`config.mk`:
```
export PLATFORM = sky130hd
export DESIGN_NAME = ipv6_text_address_parser_top_flat
export DESIGN_NICKNAME = d
export VERILOG_FILES = /design/src/sv/ipv6tp_pkg.sv /design/src/sv/ipv6tp_if.sv /design/src/sv/ipv6tp_scan.sv /design/src/sv/ipv6tp_pack.sv /design/src/sv/ipv6_text_address_parser_top.sv /design/src/flat_wrapper.sv
export SDC_FILE = /design/constraint.sdc
export NUM_CORES = 1
export LEC_CHECK = 0
export BUFFER_PORTS_ARGS = -buffer_cell sky130_fd_sc_hd__buf_2
export CAP_MARGIN = 20
export CELL_PAD_IN_SITES_DETAIL_PLACEMENT = 0
export CELL_PAD_IN_SITES_GLOBAL_PLACEMENT = 2
export CORE_ASPECT_RATIO = 1.75
export CORE_UTILIZATION = 40
export DETAILED_ROUTE_END_ITERATION = 12
export PLACE_DENSITY = 0.91
export SLEW_MARGIN = 40
export SYNTH_ARGS = -nofsm -noshare
export SYNTH_HDL_FRONTEND = slang
export SYNTH_SLANG_ARGS = --single-unit
export TNS_END_PERCENT = 5
```
`constraint.sdc`:
```
create_clock -name clk -period 9.8 [get_ports clk]
set_clock_uncertainty 0.1 [all_clocks]
set_input_delay 1.96 -clock clk [delete_from_list [all_inputs] [get_ports clk]]
set_output_delay 1.96 -clock clk [all_outputs]
set_load 0.005 [all_outputs]
```
`src/sv/ipv6tp_pkg.sv`:
```
// Shared types, constants and character decoding for the IPv6 text parser.
// No dependencies; every other file refers to this package by scoped names.
package ipv6tp_pkg;

  localparam int unsigned GROUPS     = 8;
  localparam int unsigned GROUP_W    = 16;
  localparam int unsigned CHAR_W     = 8;
  localparam int unsigned CNT_W      = 4;
  localparam int unsigned NIBBLE_W   = 4;

  localparam logic [CHAR_W-1:0] COLON_CHAR = 8'h3A;

  // colon count limits
  localparam logic [CNT_W-1:0] MAX_COLONS      = 4'd8;
  localparam logic [CNT_W-1:0] MIN_COLONS_FULL = 4'd7;
  localparam logic [CNT_W-1:0] MIN_COLONS_DC   = 4'd2;

  typedef enum logic [1:0] {
    CH_HEX   = 2'd0,
    CH_COLON = 2'd1,
    CH_TERM  = 2'd2
  } char_class_t;

  // what the previous character of the string was
  typedef enum logic [3:0] {
    KIND_START  = 4'b0001,
    KIND_DIGIT  = 4'b0010,
    KIND_COLON1 = 4'b0100,
    KIND_COLON2 = 4'b1000
  } kind_t;

  typedef logic [GROUPS-1:0][GROUP_W-1:0] group_vec_t;

  // snapshot of one string at its terminating word
  typedef struct packed {
    logic             term;
    logic             ok;
    logic [CNT_W-1:0] l_cnt;
    logic [CNT_W-1:0] r_cnt;
    group_vec_t       left_grp;
    group_vec_t       right_grp;
  } scan_res_t;

  function automatic char_class_t char_class(input logic [CHAR_W-1:0] c);
    char_class_t cls;
    if (c == COLON_CHAR) begin
      cls = CH_COLON;
    end else if (c inside {[8'h30:8'h39], [8'h41:8'h46], [8'h61:8'h66]}) begin
      cls = CH_HEX;
    end else begin
      cls = CH_TERM;
    end
    return cls;
  endfunction

endpackage

```
`src/sv/ipv6tp_if.sv`:
```
// Valid/ready channel interfaces for the IPv6 text parser.
// Depends on ipv6tp_pkg for field widths.
interface ipv6tp_in_if;
  logic                            valid;
  logic                            ready;
  logic [ipv6tp_pkg::CHAR_W-1:0]   char_code;

  modport source (output valid, output char_code, input ready);
  modport sink   (input valid, input char_code, output ready);
endinterface

interface ipv6tp_out_if;
  logic        valid;
  logic        ready;
  logic        parse_ok;
  logic [63:0] address_high;
  logic [63:0] address_low;

  modport source (output valid, output parse_ok, output address_high, output address_low,
                  input ready);
  modport sink   (input valid, input parse_ok, input address_high, input address_low,
                  output ready);
endinterface

```
`src/sv/ipv6tp_scan.sv`:
```
// Per-character string state: colon rules, digit accumulation, group storage.
// Depends on ipv6tp_pkg.
module ipv6tp_scan (
  input  logic                          clk,
  input  logic                          rst_n,
  input  logic                          char_fire,
  input  logic [ipv6tp_pkg::CHAR_W-1:0] char_code,
  output ipv6tp_pkg::scan_res_t         res
);

  logic [ipv6tp_pkg::GROUP_W-1:0] acc_r, acc_nxt;
  logic [ipv6tp_pkg::CNT_W-1:0]   ct_r, ct_nxt;
  logic [ipv6tp_pkg::CNT_W-1:0]   l_cnt_r, l_cnt_nxt;
  logic [ipv6tp_pkg::CNT_W-1:0]   r_cnt_r, r_cnt_nxt;
  logic                           dcs_r, dcs_nxt;
  logic                           fail_r, fail_nxt;
  ipv6tp_pkg::kind_t              prev_r, prev_nxt;
  ipv6tp_pkg::group_vec_t         left_r, left_nxt;
  ipv6tp_pkg::group_vec_t         right_r, right_nxt;

  logic [ipv6tp_pkg::GROUP_W-1:0]  acc;
  logic [ipv6tp_pkg::CNT_W-1:0]    ct, lc, rc;
  logic                            dcs, fail, fin, term;
  ipv6tp_pkg::kind_t               prev;
  ipv6tp_pkg::group_vec_t          lgrp, rgrp;
  ipv6tp_pkg::char_class_t         cls;
  logic [ipv6tp_pkg::NIBBLE_W-1:0] hv;

  function automatic logic [ipv6tp_pkg::NIBBLE_W-1:0] hex_value(
    input logic [ipv6tp_pkg::CHAR_W-1:0] c
  );
    // letters carry bit 6; their low nibble is one for 'a' and 'A'
    return c[6] ? (c[3:0] + 4'd9) : c[3:0];
  endfunction

  function automatic logic colon_over(
    input logic [ipv6tp_pkg::CNT_W-1:0] cnt,
    input logic                         dc,
    input logic [ipv6tp_pkg::CNT_W-1:0] l,
    input logic [ipv6tp_pkg::CNT_W-1:0] r
  );
    logic over;
    over = 1'b0;
    if (cnt > ipv6tp_pkg::MAX_COLONS) begin
      over = 1'b1;
    end else if (cnt == ipv6tp_pkg::MAX_COLONS &&
                 (!dc || (l != '0 && r != '0))) begin
      over = 1'b1;
    end
    return over;
  endfunction

  always_comb begin
    acc  = acc_r;
    ct   = ct_r;
    lc   = l_cnt_r;
    rc   = r_cnt_r;
    dcs  = dcs_r;
    fail = fail_r;
    prev = prev_r;
    lgrp = left_r;
    rgrp = right_r;
    fin  = 1'b0;
    term = 1'b0;
    cls  = ipv6tp_pkg::char_class(char_code);
    hv   = hex_value(char_code);

    if (char_fire) begin
      case (cls)
        ipv6tp_pkg::CH_COLON: begin
          if (!fail) begin
            case (prev)
              ipv6tp_pkg::KIND_COLON2: begin
                fail = 1'b1;
              end
              ipv6tp_pkg::KIND_COLON1: begin
                if (dcs) begin
                  fail = 1'b1;
                end else begin
                  dcs  = 1'b1;
                  ct   = ct + 4'd2;
                  fail = colon_over(ct, dcs, lc, rc);
                end
                prev = ipv6tp_pkg::KIND_COLON2;
              end
              default: begin
                fin  = (prev == ipv6tp_pkg::KIND_DIGIT);
                prev = ipv6tp_pkg::KIND_COLON1;
              end
            endcase
          end
        end
        ipv6tp_pkg::CH_HEX: begin
          if (!fail) begin
            // a single colon before a digit: reject a leading one, count the rest
            if (prev == ipv6tp_pkg::KIND_COLON1) begin
              if (ct == '0 && lc == '0 && !dcs) begin
                fail = 1'b1;
              end else begin
                ct   = ct + 4'd1;
                fail = colon_over(ct, dcs, lc, rc);
              end
            end
            if (!fail) begin
              if (prev == ipv6tp_pkg::KIND_DIGIT) begin
                acc = {acc[11:0], hv};
              end else begin
                if (dcs && prev != ipv6tp_pkg::KIND_START) begin
                  rc = rc + 4'd1;
                end
                acc = {12'd0, hv};
              end
              prev = ipv6tp_pkg::KIND_DIGIT;
            end
          end
        end
        default: begin
          term = 1'b1;
          if (!fail) begin
            if (prev == ipv6tp_pkg::KIND_DIGIT) begin
              fin = 1'b1;
            end else if (prev == ipv6tp_pkg::KIND_COLON1) begin
              fail = 1'b1;
            end
          end
          if (!fail) begin
            fail = dcs ? (ct < ipv6tp_pkg::MIN_COLONS_DC) : (ct < ipv6tp_pkg::MIN_COLONS_FULL);
          end
        end
      endcase

      // close the group: left of '::' by index, right of it into a shift line
      if (fin) begin
        if (dcs) begin
          rgrp = {acc, rgrp[ipv6tp_pkg::GROUPS-1:1]};
        end else begin
          if (lc < 4'(ipv6tp_pkg::GROUPS)) begin
            lgrp[lc[2:0]] = acc;
          end
          lc = lc + 4'd1;
        end
      end
    end

    res.term      = term;
    res.ok        = !fail;
    res.l_cnt     = lc;
    res.r_cnt     = rc;
    res.left_grp  = lgrp;
    res.right_grp = rgrp;

    left_nxt  = lgrp;
    right_nxt = rgrp;
    if (term) begin
      acc_nxt   = '0;
      ct_nxt    = '0;
      l_cnt_nxt = '0;
      r_cnt_nxt = '0;
      dcs_nxt   = 1'b0;
      fail_nxt  = 1'b0;
      prev_nxt  = ipv6tp_pkg::KIND_START;
    end else begin
      acc_nxt   = acc;
      ct_nxt    = ct;
      l_cnt_nxt = lc;
      r_cnt_nxt = rc;
      dcs_nxt   = dcs;
      fail_nxt  = fail;
      prev_nxt  = prev;
    end
  end

  always_ff @(posedge clk) begin
    if (!rst_n) begin
      acc_r   <= '0;
      ct_r    <= '0;
      l_cnt_r <= '0;
      r_cnt_r <= '0;
      dcs_r   <= 1'b0;
      fail_r  <= 1'b0;
      prev_r  <= ipv6tp_pkg::KIND_START;
    end else begin
      acc_r   <= acc_nxt;
      ct_r    <= ct_nxt;
      l_cnt_r <= l_cnt_nxt;
      r_cnt_r <= r_cnt_nxt;
      dcs_r   <= dcs_nxt;
      fail_r  <= fail_nxt;
      prev_r  <= prev_nxt;
    end
  end

  // group payload: only slots written in the current string are ever selected
  always_ff @(posedge clk) begin
    left_r  <= left_nxt;
    right_r <= right_nxt;
  end

endmodule

```
`src/sv/ipv6tp_pack.sv`:
```
// Builds the 128-bit address from left groups, right-aligned right groups and zero fill.
// Depends on ipv6tp_pkg.
module ipv6tp_pack (
  input  ipv6tp_pkg::scan_res_t res,
  output logic [63:0]           addr_high,
  output logic [63:0]           addr_low
);

  ipv6tp_pkg::group_vec_t lane;

  always_comb begin
    for (int i = 0; i < ipv6tp_pkg::GROUPS; i++) begin
      if (4'(i) < res.l_cnt) begin
        lane[i] = res.left_grp[i];
      end else if ((5'(i) + {1'b0, res.r_cnt}) >= 5'(ipv6tp_pkg::GROUPS)) begin
        lane[i] = res.right_grp[i];
      end else begin
        lane[i] = '0;
      end
    end
  end

  assign addr_high = {lane[0], lane[1], lane[2], lane[3]};
  assign addr_low  = {lane[4], lane[5], lane[6], lane[7]};

endmodule

```
`src/sv/ipv6_text_address_parser_top.sv`:
```
// Top level of the IPv6 text address parser: input stage, scanner, packer, result register.
// Depends on ipv6tp_pkg, ipv6tp_if, ipv6tp_scan and ipv6tp_pack.
//
// Usage:
//   in_ch carries one character word per handshake. Hex digits and ':' build the
//   address; any other byte ends the string and produces exactly one result word.
//   out_ch carries parse_ok and the address as two 64-bit halves, group 0 in the
//   top bits of address_high. A rejected string returns parse_ok = 0 together
//   with the last accepted address; an accepted one replaces that held address.
// Timing:
//   One character per cycle, sustained, while no terminator is held up by a stalled
//   result. A terminator is registered in the input stage, then scanned and packed
//   into the result register that drives out_ch. The path is one input register,
//   combinational scan and pack logic, one result register.
// Stall behavior:
//   While a result waits on out_ch, digits and colons keep flowing through the
//   scanner; only a new terminator holds in the input stage until the result
//   register frees up, and in_ch.ready drops once that stage is blocked.
// Reset:
//   rst_n (synchronous, active low) empties both stages, clears the per-string
//   state and zeroes the held address. No clearing pass is needed.
module ipv6_text_address_parser_top (
  input logic          clk,
  input logic          rst_n,
  ipv6tp_in_if.sink    in_ch,
  ipv6tp_out_if.source out_ch
);

  logic                          s1_valid_r, s1_valid_nxt;
  logic [ipv6tp_pkg::CHAR_W-1:0] s1_char_r;
  logic                          s1_term, s1_take, out_free, in_fire;

  logic                          out_valid_r, out_valid_nxt;
  logic                          ok_r;
  logic [63:0]                   out_hi_r, out_lo_r;
  logic [63:0]                   held_hi_r, held_lo_r;

  ipv6tp_pkg::scan_res_t         res;
  logic [63:0]                   pack_hi, pack_lo;

  // input stage: a terminator waits here if the result register is still full
  assign s1_term  = (ipv6tp_pkg::char_class(s1_char_r) == ipv6tp_pkg::CH_TERM);
  assign out_free = !out_valid_r || out_ch.ready;
  assign s1_take  = s1_valid_r && (!s1_term || out_free);
  assign in_ch.ready = !s1_valid_r || s1_take;
  assign in_fire  = in_ch.valid && in_ch.ready;

  always_comb begin
    if (in_fire) begin
      s1_valid_nxt = 1'b1;
    end else if (s1_take) begin
      s1_valid_nxt = 1'b0;
    end else begin
      s1_valid_nxt = s1_valid_r;
    end
  end

  always_ff @(posedge clk) begin
    if (!rst_n) begin
      s1_valid_r <= 1'b0;
    end else begin
      s1_valid_r <= s1_valid_nxt;
    end
  end

  always_ff @(posedge clk) begin
    if (in_fire) begin
      s1_char_r <= in_ch.char_code;
    end
  end

  ipv6tp_scan u_scan (
    .clk       (clk),
    .rst_n     (rst_n),
    .char_fire (s1_take),
    .char_code (s1_char_r),
    .res       (res)
  );

  ipv6tp_pack u_pack (
    .res       (res),
    .addr_high (pack_hi),
    .addr_low  (pack_lo)
  );

  // result register: load on a terminator, drop once the receiver takes it
  always_comb begin
    if (res.term) begin
      out_valid_nxt = 1'b1;
    end else if (out_ch.ready) begin
      out_valid_nxt = 1'b0;
    end else begin
      out_valid_nxt = out_valid_r;
    end
  end

  always_ff @(posedge clk) begin
    if (!rst_n) begin
      out_valid_r <= 1'b0;
      held_hi_r   <= '0;
      held_lo_r   <= '0;
    end else begin
      out_valid_r <= out_valid_nxt;
      if (res.term && res.ok) begin
        held_hi_r <= pack_hi;
        held_lo_r <= pack_lo;
      end
    end
  end

  always_ff @(posedge clk) begin
    if (res.term) begin
      ok_r     <= res.ok;
      out_hi_r <= res.ok ? pack_hi : held_hi_r;
      out_lo_r <= res.ok ? pack_lo : held_lo_r;
    end
  end

  assign out_ch.valid        = out_valid_r;
  assign out_ch.parse_ok     = ok_r;
  assign out_ch.address_high = out_hi_r;
  assign out_ch.address_low  = out_lo_r;

`ifndef SYNTH
  // a waiting terminator must not pass into a full, stalled result register
  a_term_holds: assert property (@(posedge clk) disable iff (!rst_n)
    (s1_valid_r && s1_term && out_valid_r && !out_ch.ready) |=> s1_valid_r)
    else $error("terminator left the input stage while the result was stalled");

  // a rejected string reports the address held before it
  a_reject_held: assert property (@(posedge clk) disable iff (!rst_n)
    (res.term && !res.ok) |=>
      (out_ch.address_high == $past(held_hi_r) && out_ch.address_low == $past(held_lo_r)))
    else $error("rejected string did not report the held address");

  // an accepted string becomes the held address
  a_accept_held: assert property (@(posedge clk) disable iff (!rst_n)
    (res.term && res.ok) |=>
      (held_hi_r == out_ch.address_high && held_lo_r == out_ch.address_low && out_ch.parse_ok))
    else $error("accepted address not stored");
`endif

endmodule
```
`src/flat_wrapper.sv`:
```
// flat-port wrapper written by rule: the top's interface ports become plain ports
module ipv6_text_address_parser_top_flat 
  (clk, rst_n, in_ch_valid, in_ch_char_code, in_ch_ready, out_ch_valid, out_ch_parse_ok, out_ch_address_high, out_ch_address_low, out_ch_ready);
  ipv6tp_in_if in_ch_i ();
  ipv6tp_out_if out_ch_i ();
  input logic clk;
  input logic rst_n;
  input wire logic [$bits(in_ch_i.valid)-1:0] in_ch_valid;
  input wire logic [$bits(in_ch_i.char_code)-1:0] in_ch_char_code;
  output wire logic [$bits(in_ch_i.ready)-1:0] in_ch_ready;
  output wire logic [$bits(out_ch_i.valid)-1:0] out_ch_valid;
  output wire logic [$bits(out_ch_i.parse_ok)-1:0] out_ch_parse_ok;
  output wire logic [$bits(out_ch_i.address_high)-1:0] out_ch_address_high;
  output wire logic [$bits(out_ch_i.address_low)-1:0] out_ch_address_low;
  input wire logic [$bits(out_ch_i.ready)-1:0] out_ch_ready;
  assign in_ch_i.valid = in_ch_valid;
  assign in_ch_i.char_code = in_ch_char_code;
  assign in_ch_ready = in_ch_i.ready;
  assign out_ch_valid = out_ch_i.valid;
  assign out_ch_parse_ok = out_ch_i.parse_ok;
  assign out_ch_address_high = out_ch_i.address_high;
  assign out_ch_address_low = out_ch_i.address_low;
  assign out_ch_i.ready = out_ch_ready;
  ipv6_text_address_parser_top u_core (.clk(clk), .rst_n(rst_n), .in_ch(in_ch_i), .out_ch(out_ch_i));
endmodule
```
### After elaboration in Yosys (flattened, before gate mapping)

Cells that the tools add are included.

* add/sub/neg operators: 12
* $lt $le $gt $ge: 29
* equality and inequality tests: 17
* mux-type cells: 95
* bitwise logic cells: 1
* reductions and logical operators: 36

Operators with widths (number)
* $mux 128: 7
* $mux 16: 22
* $bwmux 128: 1
* $mux 64: 2
* $mux 4: 19
* $demux 16 s3: 1
* $ge 5x4->1 const B: 7
* $mux 1: 35
* $pmux 4 s2: 3
* $add 3x4->5 const A: 4
* $ge 8x7->1 const B: 2
* $le 8x7->1 const B: 2
* $lt 3x4->1 const A: 4
* $ne 2x2->1 const B: 8
* $logic_and 1x1->1: 13
* $add 4x1->4 const B: 3
* $eq 4x4->1 const B: 3
* $add 2x4->5 const A: 2
* $eq 8x6->1 const B: 1
* $ge 8x6->1 const B: 1
* $gt 4x4->1 const B: 2
* $le 8x6->1 const B: 1
* $logic_not 4->1: 2
* $lt 1x4->1 const A: 2
* 27 further kinds: 43

* bits in registers: 557
* input port bits: 12
* output and inout bits: 131
* logic and storage cells: 221

### Logic depth before layout (Yosys ltp)

Gate-level depths: netlist of run 1.

* depth after elaboration: 22
* depth in mapped cells: 15
* depth with buffers taken out: 10

### By module

From an unflattened synthesis of run 1, not the netlist that was laid out.

* cell total of the unflattened synthesis: 2374
* area, all modules: 22602.9 sq um

Modules (own cells, without submodules)
* ipv6_text_address_parser_top: instances 1, cells each 853, area an instance 10530.1 sq um, seq. area each 6716.4 sq um
* ipv6tp_scan: instances 1, cells each 1210, area an instance 10259.8 sq um, seq. area each 5805.6 sq um
* ipv6tp_pack: instances 1, cells each 311, area an instance 1813.0 sq um, seq. area each 0.0 sq um

### Worst setup path after synthesis of run 1

Ideal clock, no wire load.

* path kind: input to register
* start: in out_ch_ready
* end: reg u_core.out_hi_r[0] (netlist: u_core.out_ch.address_high[0]), enable pin
* setup time: 0.619 ns
* arrival: 7.407 ns
* required time: 9.081 ns
* setup slack: 1.674 ns
* cell stages on the path: 2
* path buffers: 0
* cell sequence: nor2b_1 -> nor2_1

* word-level cells in the longest chain between the ends: 4

RTL lines
* start: declaration: RTL line flat_wrapper.sv:15 `input wire logic [$bits(out_ch_i.ready)-1:0] out_ch_ready;`
* $logic_or 1x1->1: RTL line ipv6_text_address_parser_top.sv:43 `assign out_free = !out_valid_r || out_ch.ready;`
* $logic_or 1x1->1: RTL line ipv6_text_address_parser_top.sv:44 `assign s1_take = s1_valid_r && (!s1_term || out_free);`
* $logic_and 1x1->1: RTL line ipv6_text_address_parser_top.sv:44
* $mux 1: RTL line ipv6tp_scan.sv:68 `if (char_fire) begin`
* end signal: assignment: RTL line ipv6_text_address_parser_top.sv:114 `out_hi_r <= res.ok ? pack_hi : held_hi_r;`
* end: declaration: RTL line ipv6_text_address_parser_top.sv:35 `logic [63:0] out_hi_r, out_lo_r;`

Every way passes these cells.
A chain may end at the register's enable or synchronous reset.

### Worst setup path after layout of run 1

* start: reg u_core.s1_char_r[0] (netlist name)
* end: out in_ch_ready

* word-level cells in the longest chain between the ends: 10
* elaborated cells between the ends (all ways): 18
* classes of those cells: order compare (6); eq/ne (2); mux (2); reduce/logical (8)

RTL lines
* start: declaration: RTL line ipv6_text_address_parser_top.sv:30 `logic [ipv6tp_pkg::CHAR_W-1:0] s1_char_r;`
* start signal: assignment: RTL line ipv6_text_address_parser_top.sv:68 `s1_char_r <= in_ch.char_code;`
* $ge 8x6->1, or another cell as far along: RTL line ipv6tp_pkg.sv:48 `end else if (c inside {[8'h30:8'h39], [8'h41:8'h46], [8'h61:8'h66]}) begin`
* $logic_and 1x1->1: RTL line ipv6tp_pkg.sv:48
* $reduce_bool 3->1: RTL line ipv6tp_pkg.sv:48
* $mux 2: RTL line ipv6tp_pkg.sv:48
* $mux 2 (*): RTL line ipv6tp_pkg.sv:46 `if (c == COLON_CHAR) begin`
* $eq 2x2->1 (*): RTL line ipv6_text_address_parser_top.sv:42 `assign s1_term = (ipv6tp_pkg::char_class(s1_char_r) == ipv6tp_pkg::CH_TERM);`
* $logic_not 1->1 (*): RTL line ipv6_text_address_parser_top.sv:44
* $logic_or 1x1->1 (*): RTL line ipv6_text_address_parser_top.sv:44
* $logic_and 1x1->1 (*): RTL line ipv6_text_address_parser_top.sv:44
* $logic_or 1x1->1 (*): RTL line ipv6_text_address_parser_top.sv:45 `assign in_ch.ready = !s1_valid_r || s1_take;`
* end: declaration: RTL line flat_wrapper.sv:10 `output wire logic [$bits(in_ch_i.ready)-1:0] in_ch_ready;`

Every way passes the cells marked *; elsewhere a longest branch is shown, timed or not.

==> results of run 1 <==
## layer usage
metal  wire, um  vias to the layer above  GRT usage [%]
li1           -                     7963              -
met1      29010                     8247          30.05
met2      31730                      522          38.48
met3       3152                      111          2.695
met4       2546                        0          9.476
met5          0                        -              0
## report_power, final
group	internal (mW)	leakage [nW]	switching, mW	total [mW]
logic	0.0651	4.54	0.140	0.205
clock network	1.14	0.837	0.912	2.05
registers	2.41	4.69	0.0197	2.43
total	3.61	10.1	1.07	4.68
## synth_stat cells, drive strengths merged (36+ instances only)
| master | n | area, um^2 |
|---|---|---|
| and2 | 36 | 225.2 |
| a21oi | 213 | 1100 |
| inv | 78 | 292.8 |
| clkbuf | 109 | 409.1 |
| nor2 | 209 | 789.5 |
| buf | 51 | 335.3 |
| o21ai | 217 | 1090 |
| mux2i | 74 | 740.7 |
| a31oi | 68 | 425.4 |
| nand2 | 132 | 500.5 |
| dfxtp | 420 | 8408 |
| a22oi | 44 | 380.4 |
| mux2 | 124 | 1396 |
| edfxtp | 137 | 4114 |
## kinds of logic after synthesis
group	after synthesis
flops	557
mux	198
buf+inv	238
compound gates	654
fa+ha+maj	13
simple gates	511
xor+xnor	17
## flip-flops by register name, indices dropped and copies added (netlist names)
register,flops
u_core.held_hi_r,64
u_core.held_lo_r,64
u_core.out_ch.address_high,64
u_core.out_ch.address_low,64
u_core.out_ch.parse_ok,1
u_core.out_ch.valid,1
u_core.s1_char_r,8
u_core.s1_valid_r,1
u_core.u_scan.acc_r,16
u_core.u_scan.ct_r,4
u_core.u_scan.dcs_r,1
u_core.u_scan.fail_r,1
u_core.u_scan.l_cnt_r,4
u_core.u_scan.left_r,128
u_core.u_scan.prev_r,4
u_core.u_scan.r_cnt_r,4
u_core.u_scan.right_r,128
## stage by stage
step                total power, mW  hold WS (ns)
floorplan                     2.589        0.3295
finish                        4.679        0.3686
global route                  4.828        0.3819
global placement              2.681        0.3414
detailed placement            2.685        0.3480
CTS                           4.722        0.3681
## cell type report
type / count / share of cell area, %
clock buffers: 73 / 5.909
clock inverters: 23 / 0.7472
inverters: 78 / 1.143
multi-input cells: 1393 / 35.62
flip-flops and latches: 557 / 48.87
well taps: 696 / 3.399
repair buffers: 186 / 4.312
## final timing paths
check / endpoint / slack [ns] / start
max: in_ch_ready / 4.65 / u_core.s1_char_r[0]
min: u_core.held_lo_r[32] / 0.37 / u_core.held_lo_r[32]
max reg2reg: u_core.out_ch.address_high[37] / 4.77 / u_core.s1_char_r[0]
min reg2reg: u_core.held_lo_r[32] / 0.37 / u_core.held_lo_r[32]
## critical path, cell delays in order, from the launching register on
cell	delay (ns)
edfxtp_1	0.46
inv_1	0.11
ha_1	0.22
nor4b_1	0.14
a211oi_1	0.62
nand3_1	0.37
nand3_1	0.33
nor2_1	0.11
inv_1	0.06
buf_2	0.10
## cells in the final DEF, fill, tap and decap left out, drive strengths merged, types with 5 or more instances in the layout
cell     instances
nand2          132
nor2b           21
mux2           124
nor4             8
nor3             9
a22oi           44
and2            36
xor2             7
inv             81
o211a            6
nor2           209
dfxtp          420
ha              13
o21a             5
o21ai          217
o2111ai          7
a32oi           33
clkinv          16
mux2i           74
buf            186
clkbuf          73
xnor2           10
a21oi          213
nand2b          32
a31oi           68
a211o           12
a2bb2oi         21
nand3           33
edfxtp         137
nand4            6
==> metrics.md, run 1 <==
| Metric | Value |
|---|---|
| Number of global-route vias before repair | 16100 |
| Die W | 181.4 um |
| Final nets | ~2300 |
| Die Ht | between 300 and 400 um |
| Final Setup Violations | 0 |
| Asr flop ratio synth | 0% |
| Req. time, crit path | 7.74 ns |
| Fillers | 5140 |
| Hold Path Stages | 2 |
| Multiplexer share of the synthesized area | 9.486% |
| Final Non-Filler Cells | 3006 |
| CTS H-tree lvls | 2 |
| RSZ-0062 raised after global routing | no |
| Clock-pin slew on the worst setup and hold paths | 0.06 ns |
| Detailed Place HPWL | 43.63 mm |
| Clk_lat worst skew | 0.60 ns |
| Crit start category | register |
| Vias | around 17000 |
| Worst setup margin | 4.652 ns |
| Synth Warn # | 0 |
| Area grow syn2layout | 13.73% |
| Period utilisation layout | 52.53% |
| Number of enable flip-flop cells after synthesis | between 100 and 150 |
| ANT cells | 0 |
| Clock Sinks | between 500 and 600 |
| Fmax | ~0.19 GHz |
| GRT overflow | 0 |
| Root buffer cell | clkbuf_16 |
| CP Max Fanout | 5 |
| RePlAce Congestion | 0.8493 |
| Unique masters post-synth | slightly above 80 |
| PD cells | 182.6 nW/um^2 |
| CP endpoint kind | output port |
| Simple-Gate Fraction of Synth Area | 10.82% |
| Initial antenna violation count | 2 |
| Pleak | 10.07 nW |
| Final WL | 66.44 mm |
| First-pass GRT wire length | approximately 100 mm |
| Complex-gate fraction of the synthesized area | 18.12% |
| Largest net degree at the start of global routing | around 130 |
| Sequential element share of the synthesized area | 55.58% |
| WS Path Type | reg2out |
| Cell row count | 114 |
| Setup TNS | 0 ns |
| Clock Tree Buf Depth | 3 |
| Cell area after synthesis | 22530 um^2 |
| CTS buffer count | 51 |
| Min Tclk post-route | 5.148 ns |
| Fin util | a little under half |
| Initial core utilization | 40.60% |
| Adder-cell share of the synthesized area | 0.7220% |
| Area of the multi-input gates | 9125 um^2 |
| Drt first pass iters | 5 |
| Synth Register Bits | 557 |
| Core Area | 55490 um^2 |
| Post-DP Area | 23880 um^2 |
| Slew headroom | 41.89% |
| Post-CTS Setup Bufs | 0 |
| Storage cell area | 12520 um^2 |
| Hold buffers post-CTS | 0 |
| Number of remaining DRC errors | 0 |
| Crit path DAT | 3.09 ns |
| Main combinational cell family by area after synthesis | compound AO/OA/AOI/OAI gates |
| Total GRT Usage | 22.97% |
| Pre-CTS WS | 4.330 ns |
| VDD IR max | 0.1317 mV |
| Final Hold Viols | 0 |
| Reg2reg path depth | 11 |
| Mapped Nets | roughly 2200 |
| Worst-Margin Slew | 0.8716 ns |
| Final instance area | between 20000 and 30000 um^2 |
| Post-Synthesis Cells | 2188 |
| Hold WC Path Type | reg2reg |
| Post-cts sizing count | 0 |
| Inst Count DP | 2908 |
| DR vias/cell | 5.603 |
| CTS tree | yes |
| Main synth FF type | dfxtp_1 |
| Routed Antenna Nets | 0 |
| Port Buffers | between 100 and 150 |
| 1st-iter DRT viols | 1323 |
| XOR/XNOR share of the synthesized area | less than 1% |
| Total of max-cap violations | 0 |
| Max Slew Vio Count | 0 |
| Routed WL per cell | 22.10 um |
| Avg Inst Size Synth | 10.30 um^2 |
| Die Area | 57310 um^2 |
| Share of cells above drive strength 1 | 19.91% |
| Num ports | 143 |
| Status | complete, no violations |
Note: power is estimated with default switching activity, not from simulation.
==> run 2, diff against run 1 <==
==> constraint.sdc (replaced) <==
create_clock -name clk -period 5.1 [get_ports clk]
set_clock_uncertainty 0.1 [all_clocks]
set_input_delay 1.02 -clock clk [delete_from_list [all_inputs] [get_ports clk]]
set_output_delay 1.02 -clock clk [all_outputs]
set_load 0.005 [all_outputs]
==> run 2 against run 1 <==
Non-clock buffer count increased by 29. Sequential share of layout area fell by 0.43 points. First-iteration DRC count fell by 11%. Hold slack lost 0.0067 ns. Routed wire length shrank 0.60%. Via count rose by 0.17%.
==> metrics.md, run 2 (same netlist as run 1, synthesis figures left out) <==
| Metric | Value |
|---|---|
| Cell row count | 114 |
| Commonest non-fill, non-tap cell in the layout | dfxtp_1 |
| Final Setup Violations | 0 |
| Tot Pwr | 9.058 mW |
| CP Max Fanout | 30 |
| Final nets | 2321 |
| First-pass GRT wire length | 100.6 mm |
| Number of remaining DRC errors | 0 |
| Total GRT Usage | a little under a quarter |
| Worst hold start | u_core.u_scan.left_r[17] |
| Fmax | 0.2233 GHz |
| CTS H-tree lvls | 2 |
| ANT cells | 0 |
| CTS tree | yes |
| Final WL | 66.04 mm |
| Routed WL per cell | between 20 and 25 um |
| Post-CTS Setup Bufs | 0 |
| Setup TNS | 0 ns |
| Die W | between 150 and 200 um |
| Worst-Margin Slew | between 0.7 and 0.8 ns |
| Period utilisation layout | 87.80% |
| Routed Antenna Nets | 0 |
| RSZ-0062 raised after global routing | no |
| VDD IR max | 0.2283 mV |
| Vias | 16870 |
| Min Tclk post-route | 4.478 ns |
| Post-cts sizing count | 0 |
| Pleak | 10.25 nW |
| Clock Sinks | 557 |
| Share of cells above drive strength 1 | 20.53% |
| Initial antenna violation count | 0 |
| Num ports | around 140 |
| Area grow syn2layout | 14.75% |
| Worst flop-to-flop path startpoint | u_core.s1_char_r[6] |
| Port Buffers | 142 |
| Clk_lat worst skew | roughly 0.60 ns |
| Initial core utilization | 40.60% |
| CP endpoint kind | register |
| Most frequent cells in the layout | dfxtp_1, nor2_1, a21oi_1 |
| Biggest regs | u_core.u_scan.left_r x128, u_core.u_scan.right_r x128 |
| Core Area | 55490 um^2 |
| Root buffer cell | clkbuf_16 |
| Final Hold Viols | 0 |
| Max Slew Vio Count | 0 |
| DR vias/cell | between 5 and 6 |
| Clock Tree Buf Depth | 3 |
| Req. time, crit path | 5.32 ns |
| Hold WC Path Type | reg2reg |
| Number of global-route vias before repair | 16350 |
| Clock-pin slew on the worst setup and hold paths | 0.07 ns |
| CTS buffer count | 51 |
| Hold buffers post-CTS | 0 |
| Die Area | 57310 um^2 |
| Status | complete, no violations |
| Total of max-cap violations | 0 |
| Slew headroom | about 47% |
| 1st-iter DRT viols | between 1000 and 1500 |
| Die Ht | 315.9 um |
| Detailed Place HPWL | roughly 44 mm |
| Largest net degree at the start of global routing | 147 |
| WS Path Type | reg2reg |
| RePlAce Congestion | approximately 0.85 |
| Crit path DAT | 4.70 ns |
| GRT overflow | 0 |
| Critical Path Source | u_core.s1_char_r[6] |
| Fillers | slightly above 5000 |
| Drt first pass iters | 5 |
| Crit start category | register |
| PD cells | 350.4 nW/um^2 |
-- run 2: cell types whose count changed in the layout (fill, tap and decap cells not counted), moves of 2 or more --
cell,delta
buf_4,+28
buf_12,+5
buf_6,-3
clkinv_1,-3
mux2i_1,+3
a22oi_1,+2
a22oi_2,-2
clkbuf_1,+2
clkbuf_8,+2
mux2i_2,-2
-- run 2: final timing paths --
check	endpoint	slack, ns	cells after the start
worst max-delay path	u_core.out_ch.address_low[60]	0.62	10
worst min-delay path	u_core.u_scan.left_r[17]	0.36	2
worst max register to register	u_core.out_ch.address_low[60]	0.62	10
worst min register to register	u_core.u_scan.left_r[17]	0.36	2
-- run 2: worst max-delay path, cell delays in order (launching register included) --
cell,delay [ns]
edfxtp_1,0.50
or4b_1,0.61
or2_0,0.48
and4_1,0.49
buf_4,0.26
nor3_4,0.42
buf_12,0.27
mux2_2,0.37
and2_1,0.14
mux2i_1,0.39
a21oi_1,0.14
-- run 2: cell type report --
type / count / area [um^2] / share of cell area (%)
multi-input cells: 1393 / 9047 / 35.00
clock buffers: 77 / 1549 / 5.992
inverters: 78 / 292.8 / 1.133
well taps: 696 / 870.8 / 3.369
clock inverters: 18 / 191.4 / 0.7406
flip-flops and latches: 557 / 12520 / 48.44
repair buffers: 215 / 1376 / 5.324
-- run 2: report_power, final --
part	switching [mW]	internal, mW
sequential	0.0363	4.62
clock	1.73	2.26
combinational	0.270	0.129
-- run 2: metal layers --
layer	up-vias	part of all wire, %	GRT usage (%)
li1	8033	-	-
met1	8213	43	29.41
met2	496	48	38.89
met3	130	4.2	2.419
met4	0	4.6	10.46
met5	-	0	0
-- run 2: stage by stage --
step | instance area, um^2 | setup slack (ns) | hold slack [ns] | instances | util, %
4_1_cts | 25810 | 0.6501 | 0.3663 | 3032 | 46.51
3_3_place_gp | 24060 | 0.6159 | 0.3407 | 2936 | 43.36
3_5_place_dp | 24070 | 0.7014 | 0.3505 | 2937 | 43.37
2_1_floorplan | 22540 | 1.285 | 0.3295 | 2188 | -
5_1_grt | 25850 | 0.4268 | 0.3828 | 3034 | 46.59
6_report | 25850 | 0.6220 | 0.3620 | 3034 | 46.59
